`src/sddf_pkg.sv`:
```
// Shared types, constants and helper functions for the six-digit display formatter.
// No dependencies; every other file in src imports this package.
package sddf_pkg;

	// Default number of display positions
	localparam int DIGIT_COUNT_DEF = 6;

	// Fixed field widths
	localparam int NUM_W      = 21;
	localparam int MASK_W     = 6;
	localparam int POS_W      = 3;
	localparam int GLYPH_W    = 4;

	// Binary to BCD conversion: 21 bits give at most 7 decimal digits
	localparam int BCD_DIGITS   = 7;
	localparam int BCD_W        = 4 * BCD_DIGITS;
	localparam int DABBLE_STEPS = 7;   // shift/add-3 steps per conversion stage

	// Glyph codes
	localparam logic [GLYPH_W-1:0] GLYPH_MINUS = 4'd10;

	// Input transaction
	typedef struct packed {
		logic signed [NUM_W-1:0] number;
		logic [MASK_W-1:0]       point_mask;
		logic                    align_right;
		logic                    show_zeros;
	} in_item_t;

	// Output transaction
	typedef struct packed {
		logic [POS_W-1:0]   position;
		logic [GLYPH_W-1:0] glyph;
		logic               point_on;
		logic               last_write;
	} out_item_t;

	// Per-item control that rides along the conversion pipeline
	typedef struct packed {
		logic              neg;
		logic [MASK_W-1:0] mask;
		logic              right;
		logic              zeros;
	} side_t;

	// 10^k, elaboration time only
	function automatic logic [31:0] pow10(input int k);
		logic [31:0] p;
		p = 32'd1;
		for (int i = 0; i < k; i++) begin
			p = p * 32'd10;
		end
		return p;
	endfunction

endpackage

```
`src/sddf_dabble.sv`:
```
// One stage of the binary to BCD converter: seven shift/add-3 steps, then a register.
// Depends on sddf_pkg.
module sddf_dabble (
	input  logic                       clk,
	input  logic                       arst_n,
	input  logic                       in_vld,
	output logic                       in_rdy,
	input  logic [sddf_pkg::BCD_W-1:0] in_bcd,
	input  logic [sddf_pkg::NUM_W-1:0] in_bin,
	input  sddf_pkg::side_t            in_side,
	output logic                       out_vld,
	input  logic                       out_rdy,
	output logic [sddf_pkg::BCD_W-1:0] out_bcd,
	output logic [sddf_pkg::NUM_W-1:0] out_bin,
	output sddf_pkg::side_t            out_side
);
	import sddf_pkg::*;

	logic             vld_s1;
	logic [BCD_W-1:0] bcd_s1;
	logic [NUM_W-1:0] bin_s1;
	side_t            side_s1;

	logic [BCD_W-1:0] bcd_nx;
	logic [NUM_W-1:0] bin_nx;

	// Adjust each digit >= 5 by 3, then shift one binary bit in
	always_comb begin
		bcd_nx = in_bcd;
		bin_nx = in_bin;
		for (int s = 0; s < DABBLE_STEPS; s++) begin
			for (int d = 0; d < BCD_DIGITS; d++) begin
				if (bcd_nx[4*d +: 4] >= 4'd5) begin
					bcd_nx[4*d +: 4] = bcd_nx[4*d +: 4] + 4'd3;
				end
			end
			{bcd_nx, bin_nx} = {bcd_nx, bin_nx} << 1;
		end
	end

	assign in_rdy = !vld_s1 || out_rdy;

	always_ff @(posedge clk or negedge arst_n) begin
		if (!arst_n) begin
			vld_s1 <= 1'b0;
		end else if (in_rdy) begin
			vld_s1 <= in_vld;
		end
	end

	always_ff @(posedge clk) begin
		if (in_rdy && in_vld) begin
			bcd_s1  <= bcd_nx;
			bin_s1  <= bin_nx;
			side_s1 <= in_side;
		end
	end

	assign out_vld  = vld_s1;
	assign out_bcd  = bcd_s1;
	assign out_bin  = bin_s1;
	assign out_side = side_s1;

endmodule

```
`src/sddf_emit.sv`:
```
// Layout and glyph sequencer: works out digit count and start position, then
// issues one glyph write per cycle into the output register while out_ready allows it. Depends on sddf_pkg.
module sddf_emit #(
	parameter int DIGIT_COUNT = sddf_pkg::DIGIT_COUNT_DEF
) (
	input  logic                       clk,
	input  logic                       arst_n,
	input  logic                       in_vld,
	output logic                       in_rdy,
	input  logic [sddf_pkg::BCD_W-1:0] in_bcd,
	input  sddf_pkg::side_t            in_side,
	output logic                       out_valid,
	input  logic                       out_ready,
	output sddf_pkg::out_item_t        out_item
);
	import sddf_pkg::*;

	localparam int PAD   = (DIGIT_COUNT > BCD_DIGITS) ? DIGIT_COUNT : BCD_DIGITS;
	localparam int CNT_W = $clog2(DIGIT_COUNT + 1);

	logic [4*PAD-1:0]         digits_pad;
	logic [CNT_W-1:0]         sig_cnt;
	logic [CNT_W-1:0]         width;
	logic [CNT_W-1:0]         nd;
	logic [CNT_W-1:0]         start;

	logic                     busy_q;
	logic [4*DIGIT_COUNT-1:0] dig_q;
	logic [MASK_W-1:0]        mask_q;
	logic [POS_W-1:0]         pos_q;
	logic [CNT_W-1:0]         rem_q;
	logic                     neg_q;

	logic                     out_vld_q;
	out_item_t                out_q;

	logic                     emit;
	logic                     last;
	logic                     take;

	// Significant digit count (zero counts as one digit) and field layout
	always_comb begin
		digits_pad = (4*PAD)'(in_bcd);
		sig_cnt    = CNT_W'(1);
		for (int d = 1; d < DIGIT_COUNT; d++) begin
			if (digits_pad[4*d +: 4] != 4'd0) begin
				sig_cnt = CNT_W'(d + 1);
			end
		end
		width = in_side.neg ? CNT_W'(DIGIT_COUNT - 1) : CNT_W'(DIGIT_COUNT);
		nd    = (in_side.right && in_side.zeros) ? width : sig_cnt;
		start = in_side.right ? '0 : width - nd;
	end

	// Sequencer handshake
	assign last   = neg_q ? (rem_q == '0) : (rem_q == CNT_W'(1));
	assign emit   = busy_q && (!out_vld_q || out_ready);
	assign in_rdy = !busy_q || (emit && last);
	assign take   = in_vld && in_rdy;

	always_ff @(posedge clk or negedge arst_n) begin
		if (!arst_n) begin
			busy_q    <= 1'b0;
			out_vld_q <= 1'b0;
		end else begin
			if (take) begin
				busy_q <= 1'b1;
			end else if (emit && last) begin
				busy_q <= 1'b0;
			end
			if (emit) begin
				out_vld_q <= 1'b1;
			end else if (out_ready) begin
				out_vld_q <= 1'b0;
			end
		end
	end

	// Item registers: load a new transaction or step to the next glyph
	always_ff @(posedge clk) begin
		if (take) begin
			dig_q  <= digits_pad[4*DIGIT_COUNT-1:0];
			mask_q <= in_side.mask;
			pos_q  <= POS_W'(start);
			rem_q  <= nd;
			neg_q  <= in_side.neg;
		end else if (emit) begin
			dig_q  <= dig_q >> 4;
			mask_q <= mask_q >> 1;
			pos_q  <= pos_q + POS_W'(1);
			if (rem_q != '0) begin
				rem_q <= rem_q - CNT_W'(1);
			end
		end
	end

	// Output register
	always_ff @(posedge clk) begin
		if (emit) begin
			out_q.position   <= pos_q;
			out_q.glyph      <= (rem_q != '0) ? dig_q[3:0] : GLYPH_MINUS;
			out_q.point_on   <= mask_q[0];
			out_q.last_write <= last;
		end
	end

	assign out_valid = out_vld_q;
	assign out_item  = out_q;

endmodule

```
`src/six_digit_number_display_formatter.sv`:
```
// Six-digit number display formatter: turns a signed number into glyph writes for a
// seven-segment display. Depends on sddf_pkg, sddf_dabble and sddf_emit.
//
// Each accepted transaction carries a number, a decimal-point mask and two layout
// flags; the block answers with one write per glyph (digits least significant first,
// then the minus sign), last_write marking the final one, and nothing at all for a
// number outside the displayable range. The number passes a range/sign stage, a
// three-stage binary to BCD converter (seven shift/add-3 steps per stage), the
// sequencer's item registers and the output register. The glyph sequencer issues
// one write per cycle while out_ready allows; a number yields nd + neg writes (1 to
// DIGIT_COUNT, 6 with the default); the sequencer sets the sustained rate, while the
// converter stages take a new number every cycle and hold it under back-pressure.
module six_digit_number_display_formatter #(
	parameter int DIGIT_COUNT = sddf_pkg::DIGIT_COUNT_DEF
) (
	input  logic                clk,
	input  logic                arst_n,
	input  logic                in_valid,
	output logic                in_ready,
	input  sddf_pkg::in_item_t  in_item,
	output logic                out_valid,
	input  logic                out_ready,
	output sddf_pkg::out_item_t out_item
);
	import sddf_pkg::*;

	localparam logic [31:0] HI     = pow10(DIGIT_COUNT) - 32'd1;
	localparam logic [31:0] LO_MAG = pow10(DIGIT_COUNT - 1) - 32'd1;

	logic             neg;
	logic [NUM_W-1:0] mag_neg;
	logic [NUM_W-1:0] mag;
	logic             in_range;

	logic             vld_s1;
	logic [NUM_W-1:0] mag_s1;
	side_t            side_s1;
	side_t            side_in;
	logic             rdy_s1;

	logic             vld_s2, vld_s3, vld_s4;
	logic             rdy_s2, rdy_s3, rdy_s4;
	logic [BCD_W-1:0] bcd_s2, bcd_s3, bcd_s4;
	logic [NUM_W-1:0] bin_s2, bin_s3, bin_s4;
	side_t            side_s2, side_s3, side_s4;

	// Range check and magnitude
	always_comb begin
		neg     = in_item.number[NUM_W-1];
		mag_neg = ~$unsigned(in_item.number) + NUM_W'(1);
		mag     = neg ? mag_neg : {1'b0, in_item.number[NUM_W-2:0]};
		in_range = neg ? ({{(32-NUM_W){1'b0}}, mag} <= LO_MAG)
		               : ({{(32-NUM_W){1'b0}}, mag} <= HI);
		side_in.neg   = neg;
		side_in.mask  = in_item.point_mask;
		side_in.right = in_item.align_right;
		side_in.zeros = in_item.show_zeros;
	end

	assign rdy_s1   = !vld_s1 || rdy_s2;
	assign in_ready = rdy_s1;

	// Out-of-range numbers are accepted and dropped here
	always_ff @(posedge clk or negedge arst_n) begin
		if (!arst_n) begin
			vld_s1 <= 1'b0;
		end else if (rdy_s1) begin
			vld_s1 <= in_valid && in_range;
		end
	end

	always_ff @(posedge clk) begin
		if (rdy_s1 && in_valid) begin
			mag_s1  <= mag;
			side_s1 <= side_in;
		end
	end

	// Binary to BCD, three stages
	sddf_dabble u_dabble_a (
		.clk      (clk),
		.arst_n   (arst_n),
		.in_vld   (vld_s1),
		.in_rdy   (rdy_s2),
		.in_bcd   ('0),
		.in_bin   (mag_s1),
		.in_side  (side_s1),
		.out_vld  (vld_s2),
		.out_rdy  (rdy_s3),
		.out_bcd  (bcd_s2),
		.out_bin  (bin_s2),
		.out_side (side_s2)
	);

	sddf_dabble u_dabble_b (
		.clk      (clk),
		.arst_n   (arst_n),
		.in_vld   (vld_s2),
		.in_rdy   (rdy_s3),
		.in_bcd   (bcd_s2),
		.in_bin   (bin_s2),
		.in_side  (side_s2),
		.out_vld  (vld_s3),
		.out_rdy  (rdy_s4),
		.out_bcd  (bcd_s3),
		.out_bin  (bin_s3),
		.out_side (side_s3)
	);

	logic rdy_emit;

	sddf_dabble u_dabble_c (
		.clk      (clk),
		.arst_n   (arst_n),
		.in_vld   (vld_s3),
		.in_rdy   (rdy_s4),
		.in_bcd   (bcd_s3),
		.in_bin   (bin_s3),
		.in_side  (side_s3),
		.out_vld  (vld_s4),
		.out_rdy  (rdy_emit),
		.out_bcd  (bcd_s4),
		.out_bin  (bin_s4),
		.out_side (side_s4)
	);

	// Layout and glyph sequencing; the residual binary bits are all shifted out
	sddf_emit #(
		.DIGIT_COUNT (DIGIT_COUNT)
	) u_emit (
		.clk       (clk),
		.arst_n    (arst_n),
		.in_vld    (vld_s4 && (bin_s4 == '0 || bin_s4 != '0)),
		.in_rdy    (rdy_emit),
		.in_bcd    (bcd_s4),
		.in_side   (side_s4),
		.out_valid (out_valid),
		.out_ready (out_ready),
		.out_item  (out_item)
	);

endmodule

```
`config.mk`:
```
export PLATFORM = sky130hd
export DESIGN_NAME = six_digit_number_display_formatter
export DESIGN_NICKNAME = d
export VERILOG_FILES = /design/src/sddf_pkg.sv /design/src/sddf_dabble.sv /design/src/sddf_emit.sv /design/src/six_digit_number_display_formatter.sv
export SDC_FILE = /design/constraint.sdc
export NUM_CORES = 1
export LEC_CHECK = 0
export BUFFER_PORTS_ARGS = -buffer_cell sky130_fd_sc_hd__buf_2
export CAP_MARGIN = 40
export CELL_PAD_IN_SITES_DETAIL_PLACEMENT = 0
export CELL_PAD_IN_SITES_GLOBAL_PLACEMENT = 2
export CORE_MARGIN = 10
export CORE_UTILIZATION = 35
export DETAILED_ROUTE_END_ITERATION = 12
export PLACE_DENSITY_LB_ADDON = 0.25
export SYNTH_ARGS = -nofsm -noshare
export SYNTH_HDL_FRONTEND = slang
export SYNTH_SLANG_ARGS = --single-unit
```
`constraint.sdc`:
```
create_clock -name clk -period 7.3 [get_ports clk]
set_clock_uncertainty 0.2 [all_clocks]
set_input_delay 1.46 -clock clk [delete_from_list [all_inputs] [get_ports clk]]
set_output_delay 1.46 -clock clk [all_outputs]
set_load 0.05 [all_outputs]
```
==> metrics.cfg, run 1 <==
[synthesis]
ys.flop_type=edfxtp_1
synth_cell_types=101
ys_ff_latch=181
synth_nets=1654
synth_top_cell_by_area=edfxtp_1
synthArstFlopShare_pct=3.315
synth_edf_count=175
netlist_area_um2=14160
synth_area_leaders=edfxtp_1, ha_1, nand2_1
syn_inst=1555
synth_top_area_share_pct=37.11
yosysSeqAreaShare_pct=38.17
yosysWarnings=0
avgSynthCellArea_um2=9.107

[place]
hpwl_um=23040
place_congestion=0.7992
numPortBuffers=43
placedCellCount=2085

[global_route]
track_usage_pct=12.39
grt_first_pass_wirelength_um=52420
grt_max_degree=34
grt_pass1_vias=10734
antenna_found_initial=0
gr-total-overflow=0

[clock_network]
cts_tree=built
clockRootBuffer=clkbuf_16
insertion_delay_ps=460
clk_pin_slew_ps=80
clock-sinks=181
cts_buffers=17
cts_hold_buf=0
cts.repair.resized=0
clock_path_buffers=2
cts_setup_buffers=0
cts_htree_levels=4

[floorplanning]
die_w_um=221.1
initial_utilization_pct=35.48
fp-row-count=73
pin_count=44
die_h_um=221.1
dieArea_um2=48910
core_um2=39910

[critical_path]
crit_buf_inv=5
start_kind=register
critPathArrivalTime_ps=6750
endpoint_kind=register
cp_slowest_cell=or4_1
cp_max_fo=5
critPathTopFamily=compound AO/OA/AOI/OAI gates
worstPathRequired_ps=7310
critPathKind=register to register
cp_slowest_stage_delay_ps=520
critPathMostFrequentCell=ha_1

[detailed_routing]
drt_wl_total_um=30800
via_per_inst=5.330
post_drt_wl_per_cell_um=14.54
drc=0
drtIter0Drc=662
antenna_left=0
route.vias.total=11294
dr.pass1.iters=5

[finish]
fillers=3922
antennaDiodeCount=0
fin_nets=1680
drive_above_1_share_pct=11.17
area_delta_synth_final_pct=10.77
final_cells=2119

[sta]
final_max_slew_viol_count=0
rsz0062_at_grt=false
fmax_mhz=148.4
slew_headroom_pct=36.92
fin_crit_sh_pct=92.33
fin_crit_ps=6740
setup_viol=0
hold_viol_final=0
setup_tns_ps=0
max_slew.worst_pin.slew_ps=946.3

[flow_run]
drv_cap=0

[run_status]
status=finished, final reports clean

[min_path]
hp-class=register to register

[metrics by stage]
stage	instance area (µm²)	hold slack, ps	worst slack (ps)	utilization [%]
3_5_place_dp	15030	204.5	555.3	37.65
6_report	15690	218.5	559.7	39.30
4_1_cts	15670	218.7	538.7	39.26
3_3_place_gp	14940	201.1	706.1	37.43
2_1_floorplan	14160	200.3	1295	-
5_1_grt	15690	225.7	48.98	39.30
[flip-flops by register name, summed over array words and instances, names as in the netlist, 14 cells and up]
register,flops
u_dabble_c.out_bcd,24
u_dabble_a.out_bin,14
u_dabble_b.out_bcd,18
mag_s1,21
u_emit.dig_q,24
[synth_stat cells (7+ instances only)]
library cell / instances
o22ai_1: 21
a211o_1: 10
ha_1: 65
o21bai_1: 8
o32ai_1: 7
nand2b_1: 32
inv_1: 92
o211a_1: 11
a21oi_1: 85
a21boi_0: 9
or2_2: 13
o21ai_1: 10
nor3_1: 36
edfxtp_1: 175
or3_1: 13
nor3b_1: 8
xor2_1: 20
a211oi_1: 19
a21o_1: 13
o22a_1: 7
and3_1: 20
a311o_1: 7
nor4_1: 10
o21a_1: 23
a31oi_1: 25
xnor2_1: 50
nand3_1: 39
o211ai_1: 28
nor2b_1: 24
mux2_2: 22
o31ai_1: 14
mux2i_1: 29
and2_1: 19
clkbuf_1: 45
o21ai_0: 94
nor2_1: 103
nand2_1: 194
[routing by layer]
layer,track usage [%],vias to the layer above,wire length [µm]
met5,0,-,0
met4,3.038,0,259
met3,2.149,18,854
met2,19.84,128,14080
met1,16.96,5272,15610
li1,-,5876,-
[logic make-up after synthesis]
| family | synth area share (%) |
|---|---|
| buffers and inverters | 4.232 |
| AND/OR/NAND/NOR | 18.81 |
| flip-flops | 38.17 |
| multiplexers | 4.329 |
| adder cells (fa/ha/maj) | 5.955 |
| XOR/XNOR | 4.833 |
| AO/OA/AOI/OAI | 23.67 |
[cell type report]
cell class	instances	area [µm²]	share of cell area, %
inverter	97	365.4	2.329
clock buffer	17	425.4	2.712
clock inverter	15	217.7	1.388
tap	525	656.9	4.188
timing repair buffer	63	417.9	2.664
sequential	181	5405	34.46
multi-input combinational	1221	8198	52.26
[cell usage in the layout (no fill, tap or decap), types with 11 or more instances in the layout]
master | netlist | routed
a21o_1 | 13 | 13
xnor2_1 | 50 | 50
o21a_1 | 23 | 23
o22ai_1 | 21 | 21
nand3_1 | 39 | 39
o211a_1 | 11 | 11
a211oi_1 | 19 | 18
nand2_1 | 194 | 193
a21oi_1 | 85 | 84
clkbuf_16 | 0 | 17
inv_1 | 92 | 92
xor2_1 | 20 | 20
buf_4 | 0 | 17
and2_1 | 19 | 19
a31oi_1 | 25 | 24
mux2_2 | 22 | 22
ha_1 | 65 | 65
mux2i_1 | 29 | 29
nor2_1 | 103 | 103
buf_2 | 6 | 43
nor3_1 | 36 | 36
o211ai_1 | 28 | 28
o21ai_0 | 94 | 94
nand2b_1 | 32 | 32
o31ai_1 | 14 | 14
or3_1 | 13 | 13
and3_1 | 20 | 20
edfxtp_1 | 175 | 175
or2_2 | 13 | 13
nor2b_1 | 24 | 23
[worst paths after layout]
check | end | startpoint | cells past startpoint | slack, ps
min | u_dabble_a.out_side[5] | side_s1[5] | 0 | 220
max in group asynchronous | u_emit.busy_q | arst_n | 1 | 6080
min in group asynchronous | vld_s1 | arst_n | 1 | 630
min reg2reg | u_dabble_a.out_side[5] | side_s1[5] | 0 | 220
max reg2reg | u_dabble_c.out_bcd[8] | u_dabble_b.out_bcd[4] | 29 | 560
max | u_dabble_c.out_bcd[8] | u_dabble_b.out_bcd[4] | 29 | 560
Power of run 1 is not shown: default switching activity piles up to over one toggle a cycle in this logic, so the estimate is an artifact.
==> run 2, diff against run 1 <==
Settings changed: CTS_BUF_LIST set to sky130_fd_sc_hd__clkbuf_8.
==> run 2 against run 1 <==
Compared with the run above: non-clock buffer count did not move; core utilization fell by 0.47 points; largest cell class unchanged; critical path type unchanged; global-route usage barely moved; via count barely moved; register-to-register slack barely moved; die area did not move; hold slack improved by 3.1 ps.
==> metrics.cfg, run 2 (synthesis results as in run 1) <==
[run_status]
status=finished, final reports clean

[detailed_routing]
antenna_left=0
drtIter0Drc=692
post_drt_wl_per_cell_um=14.53
route.vias.total=11286
dr.pass1.iters=5
drt_wl_total_um=30800
via_per_inst=5.324
drc=0

[finish]
multi_input_area_um2=8198
area_delta_synth_final_pct=9.437
final_cell_mix=nand2_1, edfxtp_1, nor2_1
finish.utilization_pct=38.83
drive_above_1_share_pct=11.17
fin_nets=1680
regArea_um2=5405
final_common_cell=nand2_1
fillers=3939
final_cell_area_um2=15500

[critical_path]
cp_slowest_cell=or4_1
cp_slowest_stage_delay_ps=520
crit_buf_inv=5
r2r_cells=29
worstReg2RegStart=u_dabble_b.out_bcd[4]
critPathArrivalTime_ps=6800
critPathMostFrequentCell=ha_1
start_kind=register
endpoint_kind=register
critPathTopFamily=compound AO/OA/AOI/OAI gates
critPathKind=register to register
worstPathRequired_ps=7380
cp_max_fo=5
r2r_end=u_dabble_c.out_bcd[8]
reg2reg_slack_ps=570

[clock_network]
cts_hold_buf=0
clockRootBuffer=clkbuf_8
insertion_delay_ps=510
cts_tree=built
clock-sinks=181
clock_path_buffers=2
cts_htree_levels=4
clk_pin_slew_ps=120
cts_buffers=17

[floorplanning]
dieArea_um2=48910
pin_count=44
die_w_um=221.1
initial_utilization_pct=35.48
fp-row-count=73
core_um2=39910
die_h_um=221.1

[min_path]
hold_start=side_s1[5]
whs_path_depth=0
hp-class=register to register
holdPathEnd=u_dabble_a.out_side[5]

[global_route]
gr-total-overflow=0
antenna_found_initial=0
grt_first_pass_wirelength_um=52360
grt_max_degree=34
grt_pass1_vias=10754
track_usage_pct=12.40

[sta]
fmax_mhz=148.6
rsz0062_at_grt=false
slew_headroom_pct=37.11
setup_tns_ps=0
hold_viol_final=0
fin_crit_ps=6729
fin_crit_sh_pct=92.18
setup_viol=0
max_slew.worst_pin.slew_ps=943.3
layout_setup_ws_ps=570.7
final_max_slew_viol_count=0

[flow_run]
drv_cap=0

[place]
place_congestion=0.7992
dpl-instance-area_um2=15030
hpwl_um=23040
numPortBuffers=43
place_ws_ps=555.3

==> run 2: cell count changes in the layout (fill, tap and decap cells not counted) <==
| cell | change |
|---|---|
| diode_2 | +1 |
| clkbuf_8 | +17 |
| clkbuf_16 | -17 |
==> run 2: final cells by class <==
class	count	area share [%]
clock buffer	17	1.510
inverter	97	2.357
tap	525	4.239
sequential	181	34.88
timing repair buffer	63	2.697
antenna	1	0.01615
multi-input combinational	1221	52.90
clock inverter	15	1.405
==> run 2: what timing repair did <==
| action | CTS | global route |
|---|---|---|
| setup endpoints to repair | 0 | 3 |
| setup buffers | 0 | 2 |
| gates resized for setup | 0 | 0 |
==> run 2: worst max path at each step <==
stage	to	startpoint	cells after the start	slack [ps]
4_1_cts	u_dabble_c.out_bcd[8]	u_dabble_b.out_bcd[0]	28	550
3_3_place_gp	u_dabble_c.out_bcd[15]	u_dabble_b.out_bcd[12]	29	710
6_report	u_dabble_c.out_bcd[8]	u_dabble_b.out_bcd[4]	29	570
5_1_grt	u_dabble_c.out_bcd[15]	u_dabble_b.out_bcd[12]	29	40
2_1_floorplan	u_dabble_c.out_bcd[8]	u_dabble_b.out_bcd[0]	28	1290
3_5_place_dp	u_dabble_c.out_bcd[8]	u_dabble_b.out_bcd[0]	28	560
==> run 2: per-stage QoR <==
stage                     hold WS (ps)  instances
after floorplan                  200.3       1555
after global routing             231.7       2119
after CTS                        224.6       2117
after global placement           201.1       2080
final                            221.6       2120
after detailed placement         204.5       2085
==> run 2: routing by layer <==
layer,track usage [%],up-vias,routed length (µm)
li1,-,5873,-
met1,16.92,5286,15740
met2,19.82,108,14030
met3,2.149,19,725
met4,3.280,0,297
met5,0,-,0
Power of run 2 is left out for the same reason.
